===== src/rtl/core/psrl_pkg.sv =====
`default_nettype none
package psrl_pkg;
	localparam int BUCKETS = 256;
	localparam int WAYS = 4;
	localparam int MAX_WEIGHT = 1024;
	localparam int COUNT_BITS = 24;
	localparam int BKT_BITS = $clog2(BUCKETS);
	localparam int WAY_BITS = (WAYS > 1) ? $clog2(WAYS) : 1;
	localparam int WGT_BITS = $clog2(MAX_WEIGHT) + 1;
	localparam int SLOT_BITS = BKT_BITS + $clog2(WAYS);
	localparam int NSLOTS = BUCKETS * WAYS;
	localparam logic [COUNT_BITS-1:0] CNT_MAX = '1;

	localparam logic [2:0] V_EXEMPT = 3'd0;
	localparam logic [2:0] V_PASS = 3'd1;
	localparam logic [2:0] V_BANNED = 3'd2;
	localparam logic [2:0] V_NEWBAN = 3'd3;
	localparam logic [2:0] V_BURST = 3'd4;
	localparam logic [2:0] V_NOROOM = 3'd5;

	localparam logic [2:0] R_TOTAL_LIMIT = 3'd0;
	localparam logic [2:0] R_TOTAL_WINDOW = 3'd1;
	localparam logic [2:0] R_BURST_LIMIT = 3'd2;
	localparam logic [2:0] R_BURST_WINDOW = 3'd3;
	localparam logic [2:0] R_BAN_SECONDS = 3'd4;
	localparam logic [2:0] R_URL_WEIGHTING = 3'd5;
	localparam logic [2:0] R_SKIP_INTERNAL = 3'd6;
	localparam logic [2:0] R_EXEMPT_RANGE = 3'd7;

	typedef struct packed {
		logic [COUNT_BITS-1:0] total_limit;
		logic [31:0] total_window;
		logic [COUNT_BITS-1:0] burst_limit;
		logic [31:0] burst_window;
		logic [31:0] ban_seconds;
		logic url_weighting_on;
		logic skip_internal;
		logic [63:0] exempt_range;
	} cfg_t;

	typedef struct packed {
		logic exempt;
		logic [BKT_BITS-1:0] bucket;
		logic [31:0] addr;
		logic [31:0] now;
		logic [31:0] tag;
	} job_t;

	typedef struct packed {
		logic [31:0] source;
		logic [COUNT_BITS-1:0] total_count;
		logic [COUNT_BITS-1:0] burst_count;
		logic [31:0] total_start;
		logic [31:0] burst_start;
		logic [31:0] ban_until;
		logic [31:0] url_tag;
		logic [WGT_BITS-1:0] weight;
	} slot_t;

	function automatic logic [COUNT_BITS-1:0] add_sat(input logic [COUNT_BITS-1:0] c,
			input logic [WGT_BITS-1:0] w);
		logic [COUNT_BITS:0] s;
		s = {1'b0, c} + (COUNT_BITS+1)'(w);
		return s[COUNT_BITS] ? CNT_MAX : s[COUNT_BITS-1:0];
	endfunction
endpackage
`default_nettype wire


===== src/rtl/core/psrl_front.sv =====
`default_nettype none
module psrl_front (
	input wire logic clk,
	input wire logic arst_n,
	input wire psrl_pkg::cfg_t cfg,
	input wire logic in_valid,
	output logic in_ready,
	input wire logic [95:0] in_data,
	input wire logic in_user,
	output logic job_valid,
	input wire logic job_ready,
	output psrl_pkg::job_t job
);
	import psrl_pkg::*;
	localparam int QD = 2;
	job_t q_q [QD];
	logic [0:0] wp_q, rp_q;
	logic [1:0] cnt_q;
	job_t nj;
	logic [31:0] a, exa, exm;
	logic push, pop;

	always_comb begin
		a = in_data[31:0];
		exa = cfg.exempt_range[63:32];
		exm = cfg.exempt_range[31:0];
		nj.addr = a;
		nj.now = in_data[63:32];
		nj.tag = in_data[95:64];
		nj.bucket = BKT_BITS'(a ^ (a >> 2) ^ (a >> 6));
		nj.exempt = (cfg.skip_internal && in_user) || (exa != 0 && exa == (a & exm));
	end

	assign in_ready = cnt_q != 2'(QD);
	assign push = in_valid && in_ready;
	assign job_valid = cnt_q != 0;
	assign pop = job_valid && job_ready;
	assign job = q_q[rp_q];

	always_ff @(posedge clk) begin
		if (push) q_q[wp_q] <= nj;
	end

	always_ff @(posedge clk or negedge arst_n) begin
		if (!arst_n) begin
			wp_q <= '0;
			rp_q <= '0;
			cnt_q <= '0;
		end else begin
			if (push) wp_q <= wp_q + 1'b1;
			if (pop) rp_q <= rp_q + 1'b1;
			cnt_q <= cnt_q + 2'(push) - 2'(pop);
		end
	end
endmodule
`default_nettype wire


===== config.mk =====
export PLATFORM = sky130hd
export DESIGN_NAME = psrl_front
export DESIGN_NICKNAME = d
export VERILOG_FILES = /design/src/rtl/core/psrl_pkg.sv /design/src/rtl/core/psrl_front.sv
export SDC_FILE = /design/constraint.sdc
export NUM_CORES = 1
export LEC_CHECK = 0
export BUFFER_PORTS_ARGS = -buffer_cell sky130_fd_sc_hd__buf_2
export CORE_AREA = 2 2 163 165
export CTS_BUF_LIST = sky130_fd_sc_hd__clkbuf_16
export DETAILED_ROUTE_END_ITERATION = 12
export DIE_AREA = 0 0 165 167
export GPL_TIMING_DRIVEN = 0
export PLACE_DENSITY = 0.72
export SETUP_SLACK_MARGIN = 0.02
export SYNTH_ARGS = -nofsm -noshare
export SYNTH_HDL_FRONTEND = slang
export SYNTH_SLANG_ARGS = --single-unit

===== constraint.sdc =====
create_clock -name clk -period 8.7 [get_ports clk]
set_clock_uncertainty 0.05 [all_clocks]
set_input_delay 0.435 -clock clk [delete_from_list [all_inputs] [get_ports clk]]
set_output_delay 0.435 -clock clk [all_outputs]
set_load 0.1 [all_outputs]

==> impl_metrics.ini <==
[finish]
drive_gt1_frac = 0.5651
finalNetCount = 1064
area_growth_pct = 31.84

[synthesis]
synth_seq_cells = 214
synthDistinctLibCells = 20
syn_area_per_cell_um2 = 18.90
synth_cells = 447
synth-seq-area-share = 0.7582
synthesis.nets = 760
synth_area_um2 = 8449
synthesis.yosys.warnings = 0

[drt]
viasPerCell = 4.582
via_count = 5058
drtIter0Drc = 218
wl_mm = 20.20
drc_errors = 0
ant_nets = 0
dr.pass1.iters = 4
wire_per_inst_um = 18.30

[global_route]
antenna_found_initial = 1
grt_pass1_vias = 5296
grt_usage = 0.1426
overflow = 0
grt_max_degree = 56
grt_pass1_wl_mm = 29.58

[die]
ios = 418
rows = 59
fp.dieH_um = 167
coreArea_um2 = 25760
die_w_um = 165
die_area_um2 = 27560
initial_core_util = 0.3280

[sta]
grt_setup_unrepaired = no
tightest_slew_ns = 0.7773
fmax_mhz = 360.2
post-route-min-period_ns = 2.777
fin_tns_setup_ns = 0
drv_slew = 0
fin_crit_sh = 0.3191
finalSetupViolCount = 0
slew_headroom = 0.4818
hold_viol = 0

[hold_path]
whs_endpoint = q_q[0][49]$_DFFE_PP_
hold_path_startpoint = in_data[49]
hold-path-cell-count = 1
hold_path.class = primary input to flip-flop

[run]
drv_cap = 0

[placed_design]
place_congestion = 0.9576
portBuffers = 272
hpwl_mm = 15.05

[setup_path]
endpoint_kind = output pin
setup.worst_path.start_class = flip-flop
critical_path_class = flip-flop to output pin
critPathRequiredTime_ns = 8.22
r2r-end = q_q[1][45]$_DFFE_PP_
r2r_slack_ns = 6.66
worstRegToRegCells = 3
path_max_fanout = 10
worstPathArrival_ns = 2.29
r2r_start = cnt_q[1]$_DFF_PN0_

[cts]
cts.sinks = 214
htree_levels = 1
clock_tree.root_cell = clkbuf_16
clk_pin_slew_ns = 0.06
clk_latency_ns = 0.51
numCtsBuffers = 24
cts_tree = done
clockBufferDepth = 3

[run_status]
status = finished clean
## area by class of cell
cell class	count	area [µm²]
antenna	1	2.502
timing repair buffer	278	1479
tap	335	419.2
multi-input combinational	220	1982
clock buffer	24	600.6
inverter	1	3.754
fill	2331	14620
buffer	12	70.07
clock inverter	19	176.4
sequential	214	6406
## placed cells by master (no fill, tap or decap), drive strengths merged, types with 2 or more instances in the layout
| cell type | n |
|---|---|
| buf | 289 |
| edfxtp | 210 |
| mux2 | 105 |
| xnor2 | 51 |
| nand2 | 34 |
| clkbuf | 24 |
| nor4 | 16 |
| clkinv | 10 |
| inv | 4 |
| nand4 | 4 |
| dfrtp | 4 |
| clkinvlp | 3 |
| bufinv | 3 |
| ha | 2 |
| nor2 | 2 |
## what timing repair did
item                                    CTS  global route
endpoints found under the setup margin    0             0
setup buffers                             0             0
hold endpoints to repair                  4             0
resized for setup                         0             0
hold buffers                              1             0
## registers in the layout (all words and copies together) (netlist names)
signal and cells:
rp_q 1, wp_q 1, cnt_q 2, q_q 210
## metal layers
metal	vias to the layer above	track usage	routed length, µm
li1	2336	-	-
met1	2411	0.1571	7445
met2	264	0.2509	9881
met3	47	0.04907	2133
met4	0	0.05406	742
met5	-	0	0
## metrics by stage
stage | instance area, µm² | utilization | setup slack [ns] | hold WS [ns] | std cells
2_1_floorplan | 8449 | - | 2.267 | 0.08941 | 447
3_3_place_gp | 10230 | 0.3971 | 0.3427 | 0.1953 | 1054
3_5_place_dp | 10350 | 0.4017 | 6.383 | 0.1988 | 1059
4_1_cts | 11140 | 0.4323 | 5.814 | 0.01887 | 1103
5_1_grt | 11140 | 0.4323 | 5.782 | 0.01995 | 1103
6_report | 11140 | 0.4324 | 5.923 | 0.05010 | 1104
## cell usage after synthesis, drive strengths merged
| master | count | area (µm²) |
|---|---|---|
| buf | 12 | 70.07 |
| nor2 | 2 | 7.510 |
| ha | 2 | 25.02 |
| dfrtp | 4 | 100.1 |
| xor2 | 1 | 8.760 |
| xnor2 | 51 | 446.7 |
| o31ai | 1 | 7.510 |
| and2 | 1 | 6.260 |
| mux2 | 105 | 1182 |
| or2 | 1 | 6.260 |
| and3 | 1 | 6.260 |
| inv | 1 | 3.750 |
| nand2b | 1 | 6.260 |
| edfxtp | 210 | 6306 |
| nand4 | 4 | 25.02 |
| nor4 | 16 | 106.4 |
| nand2 | 34 | 135.1 |
## worst max-delay path, stage by stage (launching register included)
cell and delay, ns:
dfrtp_1 0.32, buf_2 0.21, buf_2 0.33, buf_4 0.27, mux2_2 0.36, buf_2 0.29
## worst max-delay path by stage
stage	start	endpoint	slack (ns)
after floorplan	cnt_q[0]$_DFF_PN0_	q_q[0][0]$_DFFE_PP_	2.27
after global placement	in_valid	q_q[0][64]$_DFFE_PP_	0.34
after detailed placement	rp_q$_DFFE_PN0P_	job[83]	6.38
after CTS	rp_q$_DFFE_PN0P_	job[83]	5.81
after global routing	rp_q$_DFFE_PN0P_	job[60]	5.78
final	rp_q$_DFFE_PN0P_	job[60]	5.92
## cells by family after synthesis
| family | Yosys count | share of synthesized area |
|---|---|---|
| XOR/XNOR | 52 | 0.05390 |
| flip-flops | 214 | 0.7582 |
| AO/OA/AOI/OAI | 1 | 0.0008888 |
| multiplexers | 105 | 0.1399 |
| AND/OR/NAND/NOR | 60 | 0.03539 |
| buffers and inverters | 13 | 0.008737 |
| adder cells (fa/ha/maj) | 2 | 0.002961 |
Power is left out: the tool's default activity adds up to more than one toggle a clock period on the data nets, which glitch-free logic cannot reach.
