==> config.mk <==
export PLATFORM = sky130hd
export DESIGN_NAME = psrl_cfg
export DESIGN_NICKNAME = d
export VERILOG_FILES = /design/src/rtl/core/psrl_pkg.sv /design/src/rtl/core/psrl_cfg.sv
export SDC_FILE = /design/constraint.sdc
export NUM_CORES = 1
export LEC_CHECK = 0
export ABC_CLOCK_PERIOD_IN_PS = 3000
export BUFFER_PORTS_ARGS = -buffer_cell sky130_fd_sc_hd__buf_2
export CAP_MARGIN = 20
export CORE_MARGIN = 10
export CORE_UTILIZATION = 50
export DETAILED_ROUTE_END_ITERATION = 10
export GPL_ROUTABILITY_DRIVEN = 0
export GPL_TIMING_DRIVEN = 0
export PLACE_DENSITY = 0.92
export SLEW_MARGIN = 0
export SYNTH_ARGS = -nofsm -noshare
export SYNTH_HDL_FRONTEND = slang
export SYNTH_SLANG_ARGS = --single-unit
==> constraint.sdc <==
create_clock -name clk -period 3 [get_ports clk]
set_clock_uncertainty 0.05 [all_clocks]
set_input_delay 0.9 -clock clk [delete_from_list [all_inputs] [get_ports clk]]
set_output_delay 0.9 -clock clk [all_outputs]
set_load 0.01 [all_outputs]
==> src/rtl/core/psrl_pkg.sv <==
`default_nettype none
package psrl_pkg;
	localparam int BUCKETS = 256;
	localparam int WAYS = 4;
	localparam int MAX_WEIGHT = 1024;
	localparam int COUNT_BITS = 24;
	localparam int BKT_BITS = $clog2(BUCKETS);
	localparam int WAY_BITS = (WAYS > 1) ? $clog2(WAYS) : 1;
	localparam int WGT_BITS = $clog2(MAX_WEIGHT) + 1;
	localparam int SLOT_BITS = BKT_BITS + $clog2(WAYS);
	localparam int NSLOTS = BUCKETS * WAYS;
	localparam logic [COUNT_BITS-1:0] CNT_MAX = '1;

	localparam logic [2:0] V_EXEMPT = 3'd0;
	localparam logic [2:0] V_PASS = 3'd1;
	localparam logic [2:0] V_BANNED = 3'd2;
	localparam logic [2:0] V_NEWBAN = 3'd3;
	localparam logic [2:0] V_BURST = 3'd4;
	localparam logic [2:0] V_NOROOM = 3'd5;

	localparam logic [2:0] R_TOTAL_LIMIT = 3'd0;
	localparam logic [2:0] R_TOTAL_WINDOW = 3'd1;
	localparam logic [2:0] R_BURST_LIMIT = 3'd2;
	localparam logic [2:0] R_BURST_WINDOW = 3'd3;
	localparam logic [2:0] R_BAN_SECONDS = 3'd4;
	localparam logic [2:0] R_URL_WEIGHTING = 3'd5;
	localparam logic [2:0] R_SKIP_INTERNAL = 3'd6;
	localparam logic [2:0] R_EXEMPT_RANGE = 3'd7;

	typedef struct packed {
		logic [COUNT_BITS-1:0] total_limit;
		logic [31:0] total_window;
		logic [COUNT_BITS-1:0] burst_limit;
		logic [31:0] burst_window;
		logic [31:0] ban_seconds;
		logic url_weighting_on;
		logic skip_internal;
		logic [63:0] exempt_range;
	} cfg_t;

	typedef struct packed {
		logic exempt;
		logic [BKT_BITS-1:0] bucket;
		logic [31:0] addr;
		logic [31:0] now;
		logic [31:0] tag;
	} job_t;

	typedef struct packed {
		logic [31:0] source;
		logic [COUNT_BITS-1:0] total_count;
		logic [COUNT_BITS-1:0] burst_count;
		logic [31:0] total_start;
		logic [31:0] burst_start;
		logic [31:0] ban_until;
		logic [31:0] url_tag;
		logic [WGT_BITS-1:0] weight;
	} slot_t;

	function automatic logic [COUNT_BITS-1:0] add_sat(input logic [COUNT_BITS-1:0] c,
			input logic [WGT_BITS-1:0] w);
		logic [COUNT_BITS:0] s;
		s = {1'b0, c} + (COUNT_BITS+1)'(w);
		return s[COUNT_BITS] ? CNT_MAX : s[COUNT_BITS-1:0];
	endfunction
endpackage
`default_nettype wire

==> src/rtl/core/psrl_cfg.sv <==
`default_nettype none
module psrl_cfg (
	input wire logic clk,
	input wire logic arst_n,
	input wire logic psel,
	input wire logic penable,
	input wire logic pwrite,
	input wire logic [5:0] paddr,
	input wire logic [63:0] pwdata,
	output logic [63:0] prdata,
	output logic pready,
	output psrl_pkg::cfg_t cfg
);
	import psrl_pkg::*;
	cfg_t cfg_q;
	logic [2:0] idx;
	assign idx = paddr[5:3];
	assign pready = 1'b1;
	assign cfg = cfg_q;

	always_ff @(posedge clk or negedge arst_n) begin
		if (!arst_n) begin
			cfg_q <= '0;
		end else if (psel && penable && pwrite && paddr[2:0] == 3'd0) begin
			case (idx)
				R_TOTAL_LIMIT: cfg_q.total_limit <= pwdata[COUNT_BITS-1:0];
				R_TOTAL_WINDOW: cfg_q.total_window <= pwdata[31:0];
				R_BURST_LIMIT: cfg_q.burst_limit <= pwdata[COUNT_BITS-1:0];
				R_BURST_WINDOW: cfg_q.burst_window <= pwdata[31:0];
				R_BAN_SECONDS: cfg_q.ban_seconds <= pwdata[31:0];
				R_URL_WEIGHTING: cfg_q.url_weighting_on <= pwdata[0];
				R_SKIP_INTERNAL: cfg_q.skip_internal <= pwdata[0];
				R_EXEMPT_RANGE: cfg_q.exempt_range <= pwdata;
				default: ;
			endcase
		end
	end

	always_comb begin
		case (idx)
			R_TOTAL_LIMIT: prdata = 64'(cfg_q.total_limit);
			R_TOTAL_WINDOW: prdata = 64'(cfg_q.total_window);
			R_BURST_LIMIT: prdata = 64'(cfg_q.burst_limit);
			R_BURST_WINDOW: prdata = 64'(cfg_q.burst_window);
			R_BAN_SECONDS: prdata = 64'(cfg_q.ban_seconds);
			R_URL_WEIGHTING: prdata = 64'(cfg_q.url_weighting_on);
			R_SKIP_INTERNAL: prdata = 64'(cfg_q.skip_internal);
			R_EXEMPT_RANGE: prdata = cfg_q.exempt_range;
			default: prdata = '0;
		endcase
	end
endmodule
`default_nettype wire

==> results of run 1 <==
[logic make-up (layout without fill, tap and decap cells)]
logic type / count (synthesis) / in the layout / synth area share
AO/OA/AOI/OAI: 69 / 69 / 0.05191
buffers and inverters: 54 / 459 / 0.02746
multiplexers: 267 / 267 / 0.3120
flip-flops: 210 / 210 / 0.5492
AND/OR/NAND/NOR: 99 / 99 / 0.05910
other: 1 / 2 / 0.0003919
[repair_timing]
action                                 4_1_cts  5_1_grt
endpoints found under the hold margin        0        0
setup buffers                                4        5
pin swaps                                    5       12
setup endpoints to repair                   62       61
resized for setup                          118       45
gates cloned                                 5        3
[worst min-delay path by stage]
| stage | from | endpoint |
|---|---|---|
| floorplan | cfg[157] | cfg[157] |
| global placement | cfg[157] | cfg[157] |
| detailed placement | cfg[5] | cfg[5] |
| CTS | arst_n | cfg[114] |
| global route | arst_n | cfg[114] |
| finish | arst_n | cfg[114] |
[power by group through the flow]
stage                     logic, µW  registers, µW  clock network (µW)
after detailed placement        768           3120                   0
final                           909           3080                2870
after global placement          739           3110                   0
after CTS                       872           3080                2890
after global routing            970           3100                3030
after floorplan                 286           3170                   0
[stage by stage]
step / hold slack [ns] / setup slack [ns]
floorplan: 0.4937 / 0.03891
global placement: 0.4410 / -2.425
detailed placement: 0.4529 / -0.7535
CTS: 0.3896 / -0.04282
global route: 0.3956 / -0.1277
finish: 0.3563 / -0.1123
[layout by cell type, fill, tap and decap left out, types with 7 or more instances in the layout]
cell                        Yosys  routed
sky130_fd_sc_hd__a221oi_2       0      15
sky130_fd_sc_hd__a31oi_1       19      17
sky130_fd_sc_hd__and2_1        34      33
sky130_fd_sc_hd__buf_12         0      12
sky130_fd_sc_hd__buf_2         28     360
sky130_fd_sc_hd__buf_4          6      13
sky130_fd_sc_hd__buf_6          0       7
sky130_fd_sc_hd__clkbuf_16      0      27
sky130_fd_sc_hd__clkbuf_8       0      10
sky130_fd_sc_hd__dfrtp_1      210     210
sky130_fd_sc_hd__mux2_1         7       7
sky130_fd_sc_hd__mux2_2       243     230
sky130_fd_sc_hd__mux2_4         0      13
sky130_fd_sc_hd__mux2i_1       17      15
sky130_fd_sc_hd__nand2_1       39      38
sky130_fd_sc_hd__o22ai_1        8       7
[layer usage]
layer,part of all wire,up-vias,track usage
met3,0.096,93,0.07501
met4,0.036,2,0.1072
met2,0.49,400,0.4462
met5,0.00020,-,0
li1,-,3345,-
met1,0.38,3980,0.3278
[final cells by class]
cell class / instances / area, µm² / area share
diodes: 1 / 2.502 / 0.0001881
plain buffers: 52 / 535.5 / 0.04026
clock buffers: 34 / 666.9 / 0.05013
clock inverters: 8 / 96.34 / 0.007242
inverters: 1 / 3.754 / 0.0002822
multi-input cells: 436 / 4375 / 0.3289
flip-flops and latches: 210 / 5255 / 0.3950
well taps: 234 / 292.8 / 0.02201
repair buffers: 364 / 2074 / 0.1559
==> reports/summary.log, run 1 <==
INFO  outcome        outcome=complete, but fails checks
INFO  outcome        violations=setup timing
INFO  critical_path  cell_chain_of_the_critical_path=buf_12 -> buf_12 -> buf_12 -> mux2_4 -> a221oi_4 -> a31oi_2 -> buf_2
INFO  critical_path  timing.critical_path.to=prdata[2]
INFO  critical_path  setup.worst_path.end_class=output pin
INFO  critical_path  critical_path.slowest_cell=sky130_fd_sc_hd__mux2_4
INFO  sta            final.min_clock_period=3.112ns
INFO  global_routing number_of_antenna_violations_at_the_first_check_in_global_routing=2
INFO  critical_path  worstSetupStartpointType=input pin
INFO  sta            setup_viol_count_final=13
INFO  routing        drt_drc_violations_left=0
INFO  sta            postLayoutSetupSlackWorst=-0.1123ns
INFO  place          hpwl_after_detailed_placement=24.70mm
INFO  synth          syn_area_per_cell=13.67µm²
INFO  power_and_ir_drop power_switching=1757µW
INFO  clock_network  clockRootBuffer=sky130_fd_sc_hd__clkbuf_16
INFO  critical_path  crit_cells=7
INFO  critical_path  worstReg2RegStart=cfg[206]
INFO  synth          synthDominantAreaCellType=sky130_fd_sc_hd__dfrtp_1
INFO  critical_path  maximum_fanout_along_the_worst_path=7
INFO  sta            setup_tns=-0.4582ns
INFO  routing        totalWireLength=35.33mm
INFO  clock_network  max-clock-path-buffers=3
INFO  power_and_ir_drop switching_share=0.2562
INFO  critical_path  r2r_cells=1
INFO  synth          ys_async_sr_fraction=1.000
INFO  clock_network  cts-htree-levels=1
INFO  synth          synth.top_cells.by_area=sky130_fd_sc_hd__dfrtp_1 55%, sky130_fd_sc_hd__mux2_2 29%, sky130_fd_sc_hd__and2_1 2.2%
INFO  die            start_util=0.5099
INFO  synth          synth_area=9569µm²
INFO  power_and_ir_drop p_int=5100µW
INFO  cells_and_area fillerInstances=1,312
INFO  place          buffer_ports.inserted=347
INFO  critical_path  critPathBufInv=4
INFO  synth          ys.flop_type=sky130_fd_sc_hd__dfrtp_1
INFO  critical_path  timing.critical_path.from=paddr[3]
INFO  cells_and_area layout-drive-gt1-share=0.6661
INFO  critical_path  worstPathArrival=2.16ns
INFO  routing        firstDrtPassIters=4
INFO  routing        detailed_router_s_first_iteration_violation_count=477
INFO  cells_and_area final_nets=1,163
INFO  cells_and_area fin_util=0.7088
INFO  critical_path  crit_reg_reg_endpoint=cfg[206]
INFO  clock_network  numClockSinks=210
INFO  sta            max_slew.worst_pin.slew=0.7820ns
INFO  sta            timing.final.hold_violations=0
INFO  routing        routed_wire_length_per_instance=26.37µm
INFO  synth          yosys_warnings=0
INFO  flow_run       maxCapViolCount=0
INFO  routing        detailroute.via_count=7,820
INFO  die            core-area=18,770µm²
INFO  global_routing grt_pass1_wl=51.89mm
INFO  power_and_ir_drop p_comb_frac=0.132
INFO  global_routing grt_overflow=0
INFO  synth          synthDominantCellAreaShare=0.5492
INFO  critical_path  crit_path_frequent_cell=sky130_fd_sc_hd__buf_12
INFO  die            die_h=158.3µm
INFO  sta            rsz0062_at_grt=true
INFO  critical_path  reg2reg_setup_slack=2.11ns
INFO  clock_network  cts_made_buffers=23
INFO  cells_and_area area_delta_synth_final=39.02%
INFO  power_and_ir_drop power.leakage=0.007421µW
INFO  sta            relSlewSlack=0.4786
INFO  clock_network  cts_tree=yes
INFO  critical_path  setup.worst_path.class=input pin to output pin
INFO  die            num_rows=50
INFO  place          place_area=11,640µm²
INFO  synth          synth.top_cells.by_count=243 x sky130_fd_sc_hd__mux2_2, 210 x sky130_fd_sc_hd__dfrtp_1, 39 x sky130_fd_sc_hd__nand2_1, 34 x sky130_fd_sc_hd__and2_1, 28 x sky130_fd_sc_hd__buf_2
INFO  global_routing grt_use_total=0.2700
INFO  sta            post-route-period-util=1.037
INFO  die            die_area=25,070µm²
INFO  synth          seq_area_frac_synth=0.5492
INFO  sta            max_freq=321.3MHz
INFO  global_routing grt_start_max_net_pins=112
INFO  synth          synth.lib_cells_used.distinct=37
INFO  cells_and_area largest_register_ff_count=210
INFO  synth          flip_flop_and_latch_count_after_synthesis=210
INFO  power_and_ir_drop powerDensity=515.5nW/µm²
INFO  power_and_ir_drop clkPwrFrac=0.418
INFO  critical_path  worst-endpoint-required=2.05ns
INFO  routing        drtAntennaViolNets=0
INFO  hold_path      min_path_type=input pin to asynchronous set/reset pin
INFO  critical_path  max_stage_delay=0.31ns
INFO  critical_path  worst_path_dominant_cell_family=buffers and inverters
INFO  power_and_ir_drop p_seq_frac=0.450
INFO  synth          syn_inst=700
INFO  routing        viasPerCell=5.836
INFO  clock_network  clkLatencyLatePin=0.50ns
INFO  cells_and_area finish.cell_count_without_fillers=1,340
INFO  synth          most_instantiated_library_cell_after_synthesis=sky130_fd_sc_hd__mux2_2
INFO  clock_network  clkSlewWorstSetupHoldPaths=0.06ns
INFO  die            io_pins=350
INFO  global_routing first_global_vias=8,355
INFO  power_and_ir_drop design_power_total=6857µW
INFO  place          dp_cells=1,282
INFO  power_and_ir_drop ir_worst_vdd=0.5966mV
INFO  sta            final-max-slew-violation-count=0
INFO  cells_and_area stdcell_area=13,300µm²
INFO  clock_network  cts-hold-fix-buffers=0
INFO  die            die_x=158.3µm
INFO  synth          net_count_of_the_mapped_netlist=775
INFO  synth          number_of_enable_flip_flop_cells_after_synthesis=0
No activity file was read; power rests on OpenSTA's default activity.
==> run 2, diff against run 1 <==
Settings changed: PLACE_DENSITY 0.92 to 0.93.
==> run 2 against run 1 <==
  * Fmax grew 1.5%
  * Critical path depth is the same
  * Largest cell class unchanged
  * Critical endpoint unchanged
  * Design area shrank 0.83%
  * Final cell count grew 0.22%
  * Count of clock-buffer cells in the layout shrank 1
  * The run still ends with setup timing left
  * Setup slack gained 0.045 ns
  * Combinational power shrank 2%
  * Routed wire length grew 1.1%
==> reports/summary.log, run 2 (same netlist as run 1, synthesis figures left out) <==
INFO  outcome        outcome=complete, but fails checks
INFO  outcome        violations=setup timing
INFO  die            io_pins=350
INFO  global_routing grt_start_max_net_pins=111
INFO  sta            final.min_clock_period=3.068ns
INFO  routing        detailed_router_s_first_iteration_violation_count=495
INFO  die            die_h=158.3µm
INFO  clock_network  cts_made_buffers=23
INFO  routing        firstDrtPassIters=5
INFO  critical_path  setup.worst_path.class=input pin to output pin
INFO  critical_path  timing.critical_path.from=paddr[3]
INFO  sta            postLayoutSetupSlackWorst=-0.06773ns
INFO  cells_and_area layout-drive-gt1-share=0.6652
INFO  global_routing use_met3=0.06908
INFO  die            num_rows=50
INFO  clock_network  max-clock-path-buffers=3
INFO  power_and_ir_drop design_power_total=6825µW
INFO  cells_and_area area_delta_synth_final=37.87%
INFO  global_routing globalRouteMet1Util=0.3217
INFO  routing        drtAntennaViolNets=0
INFO  clock_network  clkSlewWorstSetupHoldPaths=0.06ns
INFO  sta            max_slew.worst_pin.slew=0.7986ns
INFO  routing        routed_wire_length_per_instance=26.59µm
INFO  sta            timing.final.hold_violations=0
INFO  cells_and_area largest_register_ff_count=210
INFO  place          buffer_ports.inserted=347
INFO  routing        detailroute.via_count=7,867
INFO  global_routing number_of_antenna_violations_at_the_first_check_in_global_routing=1
INFO  hold_path      min_path_type=input pin to asynchronous set/reset pin
INFO  clock_network  clockRootBuffer=sky130_fd_sc_hd__clkbuf_16
INFO  critical_path  worst-endpoint-required=2.05ns
INFO  die            start_util=0.5099
INFO  sta            max_freq=326.0MHz
INFO  sta            post-route-period-util=1.023
INFO  critical_path  setup.worst_path.end_class=output pin
INFO  global_routing grt_pass1_wl=51.73mm
INFO  flow_run       maxCapViolCount=0
INFO  power_and_ir_drop ir_worst_vdd=0.4403mV
INFO  cells_and_area seq_area=5255µm²
INFO  clock_network  cts_tree=yes
INFO  cells_and_area mostFrequentLayoutCell=sky130_fd_sc_hd__buf_2
INFO  critical_path  maximum_fanout_along_the_worst_path=7
INFO  clock_network  cts-htree-levels=1
INFO  sta            setup_viol_count_final=15
INFO  critical_path  worstPathArrival=2.12ns
INFO  die            die_x=158.3µm
INFO  global_routing grt_use_total=0.2693
INFO  global_routing grt_overflow=0
INFO  die            core-area=18,770µm²
INFO  sta            relSlewSlack=0.4676
INFO  cells_and_area most-common-layout-cells=361 x sky130_fd_sc_hd__buf_2, 228 x sky130_fd_sc_hd__mux2_2, 210 x sky130_fd_sc_hd__dfrtp_1
INFO  critical_path  worstReg2RegStart=cfg[7]
INFO  routing        viasPerCell=5.858
INFO  clock_network  numClockSinks=210
INFO  die            die_area=25,070µm²
INFO  sta            final-max-slew-violation-count=0
INFO  cells_and_area fin_util=0.7029
INFO  clock_network  cts-hold-fix-buffers=0
INFO  clock_network  clkLatencyLatePin=0.51ns
INFO  power_and_ir_drop powerDensity=517.3nW/µm²
INFO  routing        totalWireLength=35.71mm
INFO  place          pre_cts_worst_setup_slack=-0.7715ns
INFO  place          hpwl_after_detailed_placement=25.13mm
INFO  sta            rsz0062_at_grt=true
INFO  cells_and_area final_nets=1,168
INFO  power_and_ir_drop power.leakage=0.007418µW
INFO  critical_path  worstSetupStartpointType=input pin
INFO  global_routing first_global_vias=8,457
INFO  critical_path  r2r_cells=1
INFO  routing        drt_drc_violations_left=0
INFO  global_routing grt.met2_usage=0.4621
INFO  cells_and_area fillerInstances=1,290
INFO  cells_and_area multi_input_comb_area=4310µm²
INFO  global_routing grt_most_used_layer=met2
-- run 2: changes by cell type in the layout (fill, tap and decap cells not counted), sizes merged --
cell	previous run	this run
buf	399	407
clkbuf	51	47
clkinv	4	3
clkinvlp	1	0
inv	2	3
-- run 2: worst max-delay path: stages --
cell and delay [ns]:
sky130_fd_sc_hd__buf_12 0.11, sky130_fd_sc_hd__buf_12 0.14, sky130_fd_sc_hd__buf_12 0.15, sky130_fd_sc_hd__mux2_4 0.30, sky130_fd_sc_hd__a221oi_2 0.25, sky130_fd_sc_hd__a31oi_1 0.09
sky130_fd_sc_hd__buf_2 0.16
-- run 2: report_power, final --
group | total (µW) | switching, µW | internal, µW
Sequential | 3080 | 116 | 2970
Clock | 2850 | 1140 | 1710
Combinational | 891 | 481 | 409
-- run 2: path summary, 6_finish.rpt --
path                       slack (ns)         to
min reg2reg                      0.47    cfg[35]
max                             -0.07  prdata[2]
max reg2reg                      2.11     cfg[7]
min in group clk                 0.47    cfg[35]
min                              0.36    cfg[40]
max in group asynchronous        1.54   cfg[108]
-- run 2: layout make-up --
type                       count  share of cell area
clock buffer                  33             0.05027
multi-input combinational    436              0.3267
antenna                        1           0.0001897
inverter                       1           0.0002845
clock inverter                 7            0.007018
sequential                   210              0.3983
tap                          234             0.02219
timing repair buffer         368              0.1557
buffer                        53             0.03926
-- run 2: repair_timing --
item                                    in CTS  in global routing
resized for setup                          106                 46
pin swaps                                    1                 19
setup buffers                               12                  3
cloned                                       3                  2
endpoints found under the setup margin      62                 49
-- run 2: routing by layer --
metal / routed length [µm] / part of all wire
met1: 13810 / 0.39
met2: 18050 / 0.51
met3: 2852 / 0.080
met4: 987 / 0.028
met5: 0 / 0
-- run 2: stage by stage --
stage	TNS, ns	std cells	hold WS [ns]	instance area, µm²
after floorplan	0	700	0.4937	9569
after global placement	-537.99	1281	0.4350	11600
after detailed placement	-24.37	1282	0.4593	11640
after CTS	-0.4339	1337	0.4022	12970
after global routing	-1.103	1343	0.4086	13190
final	-0.5542	1343	0.3591	13190
==> run 3, diff against run 2 <==
Settings changed: SLEW_MARGIN 0 to 10, TNS_END_PERCENT from default to 5.
==> run 3 against run 2 <==
  * The run still ends with setup timing left
  * Register-to-register slack about the same
  * Core utilization decreased by 1.1 points
  * Highest routed layer unchanged
  * Sequential share of layout area increased by 0.64 points
  * Design area decreased by 1.6%
  * Final cell count decreased by 0.89%
  * Critical endpoint is now prdata[15]
==> reports/summary.log, run 3 (same netlist as run 1, synthesis figures left out) <==
INFO  die            core-area=18,770µm²
INFO  critical_path  worst-endpoint-required=2.05ns
INFO  power_and_ir_drop p_seq_frac=0.454
INFO  critical_path  maximum_fanout_along_the_worst_path=7
INFO  sta            final.min_clock_period=3.047ns
INFO  place          buffer_ports.inserted=347
INFO  routing        detailed_router_s_first_iteration_violation_count=453
INFO  die            io_pins=350
INFO  clock_network  clockRootBuffer=sky130_fd_sc_hd__clkbuf_16
INFO  sta            rsz0062_at_grt=true
INFO  global_routing use_met3=0.05963
INFO  flow_run       maxCapViolCount=0
INFO  cells_and_area mostFrequentLayoutCell=sky130_fd_sc_hd__buf_2
INFO  place          hpwl_after_detailed_placement=25.13mm
INFO  critical_path  worstPathArrival=2.10ns
INFO  sta            timing.final.hold_violations=0
INFO  clock_network  numClockSinks=210
INFO  critical_path  setup.worst_path.end_class=output pin
INFO  global_routing globalRouteMet1Util=0.3228
INFO  die            num_rows=50
INFO  global_routing number_of_antenna_violations_at_the_first_check_in_global_routing=1
INFO  cells_and_area most-common-layout-cells=360 x sky130_fd_sc_hd__buf_2, 237 x sky130_fd_sc_hd__mux2_2, 210 x sky130_fd_sc_hd__dfrtp_1
INFO  outcome        violations=setup timing
INFO  cells_and_area seq_area=5255µm²
INFO  routing        viasPerCell=5.850
INFO  clock_network  cts_made_buffers=23
INFO  global_routing grt_use_total=0.2653
INFO  outcome        outcome=complete, but fails checks
INFO  global_routing grt_overflow=0
INFO  global_routing grt_pass1_wl=51.05mm
INFO  power_and_ir_drop powerDensity=522.9nW/µm²
INFO  critical_path  worstSetupStartpointType=input pin
INFO  clock_network  clkSlewWorstSetupHoldPaths=0.06ns
INFO  cells_and_area multi_input_comb_area=4260µm²
INFO  sta            setup_viol_count_final=14
INFO  routing        drtAntennaViolNets=0
INFO  die            die_x=158.3µm
INFO  routing        drt_drc_violations_left=0
INFO  place          pre_cts_worst_setup_slack=-0.7715ns
INFO  sta            postLayoutSetupSlackWorst=-0.04711ns
INFO  cells_and_area area_delta_synth_final=35.70%
INFO  die            start_util=0.5099
INFO  global_routing grt_start_max_net_pins=111
INFO  global_routing first_global_vias=8,357
INFO  sta            max_slew.worst_pin.slew=0.7869ns
INFO  power_and_ir_drop power_switching=1729µW
INFO  die            die_h=158.3µm
INFO  global_routing grt_most_used_layer=met2
INFO  hold_path      min_path_type=input pin to asynchronous set/reset pin
INFO  clock_network  max-clock-path-buffers=3
INFO  critical_path  worstReg2RegStart=cfg[7]
INFO  sta            final.hold.worst_slack=0.3582ns
INFO  critical_path  r2r_cells=1
INFO  clock_network  cts_tree=yes
INFO  critical_path  reg2reg_setup_slack=2.11ns
INFO  sta            max_freq=328.2MHz
INFO  clock_network  cts-htree-levels=1
INFO  clock_network  clkLatencyLatePin=0.51ns
INFO  routing        detailroute.via_count=7,787
INFO  die            die_area=25,070µm²
INFO  power_and_ir_drop p_int=5061µW
INFO  routing        firstDrtPassIters=5
INFO  routing        totalWireLength=35.07mm
INFO  critical_path  crit_reg_reg_endpoint=cfg[7]
INFO  cells_and_area fillerInstances=1,326
INFO  routing        routed_wire_length_per_instance=26.34µm
INFO  global_routing grt.met2_usage=0.4551
INFO  power_and_ir_drop ir_worst_vdd=0.4369mV
INFO  sta            post-route-period-util=1.016
INFO  power_and_ir_drop p_comb_frac=0.126
INFO  sta            final-max-slew-violation-count=0
INFO  cells_and_area layout-drive-gt1-share=0.6588
INFO  critical_path  setup.worst_path.class=input pin to output pin
INFO  power_and_ir_drop clkPwrFrac=0.420
INFO  cells_and_area largest_register_ff_count=210
INFO  power_and_ir_drop switching_share=0.2547
INFO  cells_and_area final_nets=1,156
INFO  sta            relSlewSlack=0.4754
INFO  power_and_ir_drop power.leakage=0.007307µW
INFO  power_and_ir_drop design_power_total=6790µW
==> run 3: cell count changes in the layout (fill, tap and decap cells not counted), sizes merged <==
cell / delta
buf: -11
clkbuf: -1
==> run 3: repair_timing <==
action | CTS | global route
resized for setup | 90 | 42
hold buffers | 0 | 0
endpoints found under the setup margin | 62 | 35
hold endpoints to repair | 0 | 0
pin swaps | 1 | 9
buffers inserted | 5 | 0
cloned | 0 | 3
==> run 3: worst max path at each step <==
stage | slack, ns | endpoint | cells after the start | from
after global routing | -0.07 | prdata[15] | 7 | paddr[3]
after CTS | -0.08 | prdata[13] | 7 | paddr[3]
after detailed placement | -0.77 | prdata[7] | 8 | paddr[3]
after floorplan | 0.04 | prdata[10] | 6 | paddr[5]
final | -0.05 | prdata[15] | 7 | paddr[3]
after global placement | -2.46 | cfg[105] | 1 | arst_n
==> run 3: worst max-delay path, cell delays in order <==
cell and delay [ns]:
sky130_fd_sc_hd__buf_8 0.11, sky130_fd_sc_hd__buf_12 0.14, sky130_fd_sc_hd__clkbuf_16 0.17, sky130_fd_sc_hd__mux2_4 0.30, sky130_fd_sc_hd__a221oi_2 0.25, sky130_fd_sc_hd__a31oi_1 0.07
sky130_fd_sc_hd__buf_2 0.15
==> run 3: final cells by class <==
class                   instances  share of cell area
clock buffers                  33             0.05107
flip-flops and latches        210              0.4047
inverters                       1           0.0002891
well taps                     234             0.02255
diodes                          1           0.0001927
plain buffers                  53             0.03845
repair buffers                356              0.1475
clock inverters                 7            0.007130
multi-input cells             436              0.3281
==> run 3: per-stage QoR <==
step,utilization,cells,TNS [ns],instance area (µm²)
2_1_floorplan,-,700,0,9569
3_3_place_gp,0.6180,1281,-537.99,11600
3_5_place_dp,0.6200,1282,-24.37,11640
4_1_cts,0.6801,1327,-1.027,12760
5_1_grt,0.6919,1331,-1.033,12990
6_report,0.6919,1331,-0.3649,12990
==> run 3: layer usage <==
metal | vias up | routed length (µm)
met5 | - | 0
met4 | 0 | 936
met3 | 68 | 2810
met2 | 385 | 17770
met1 | 4007 | 13550
li1 | 3327 | -
==> run 3: power groups by stage <==
stage / sequential (µW) / clock, µW / combinational [µW]
detailed placement: 3120 / 0 / 769
finish: 3080 / 2850 / 857
global placement: 3110 / 0 / 743
floorplan: 3170 / 0 / 286
CTS: 3080 / 2870 / 828
global route: 3100 / 2990 / 916
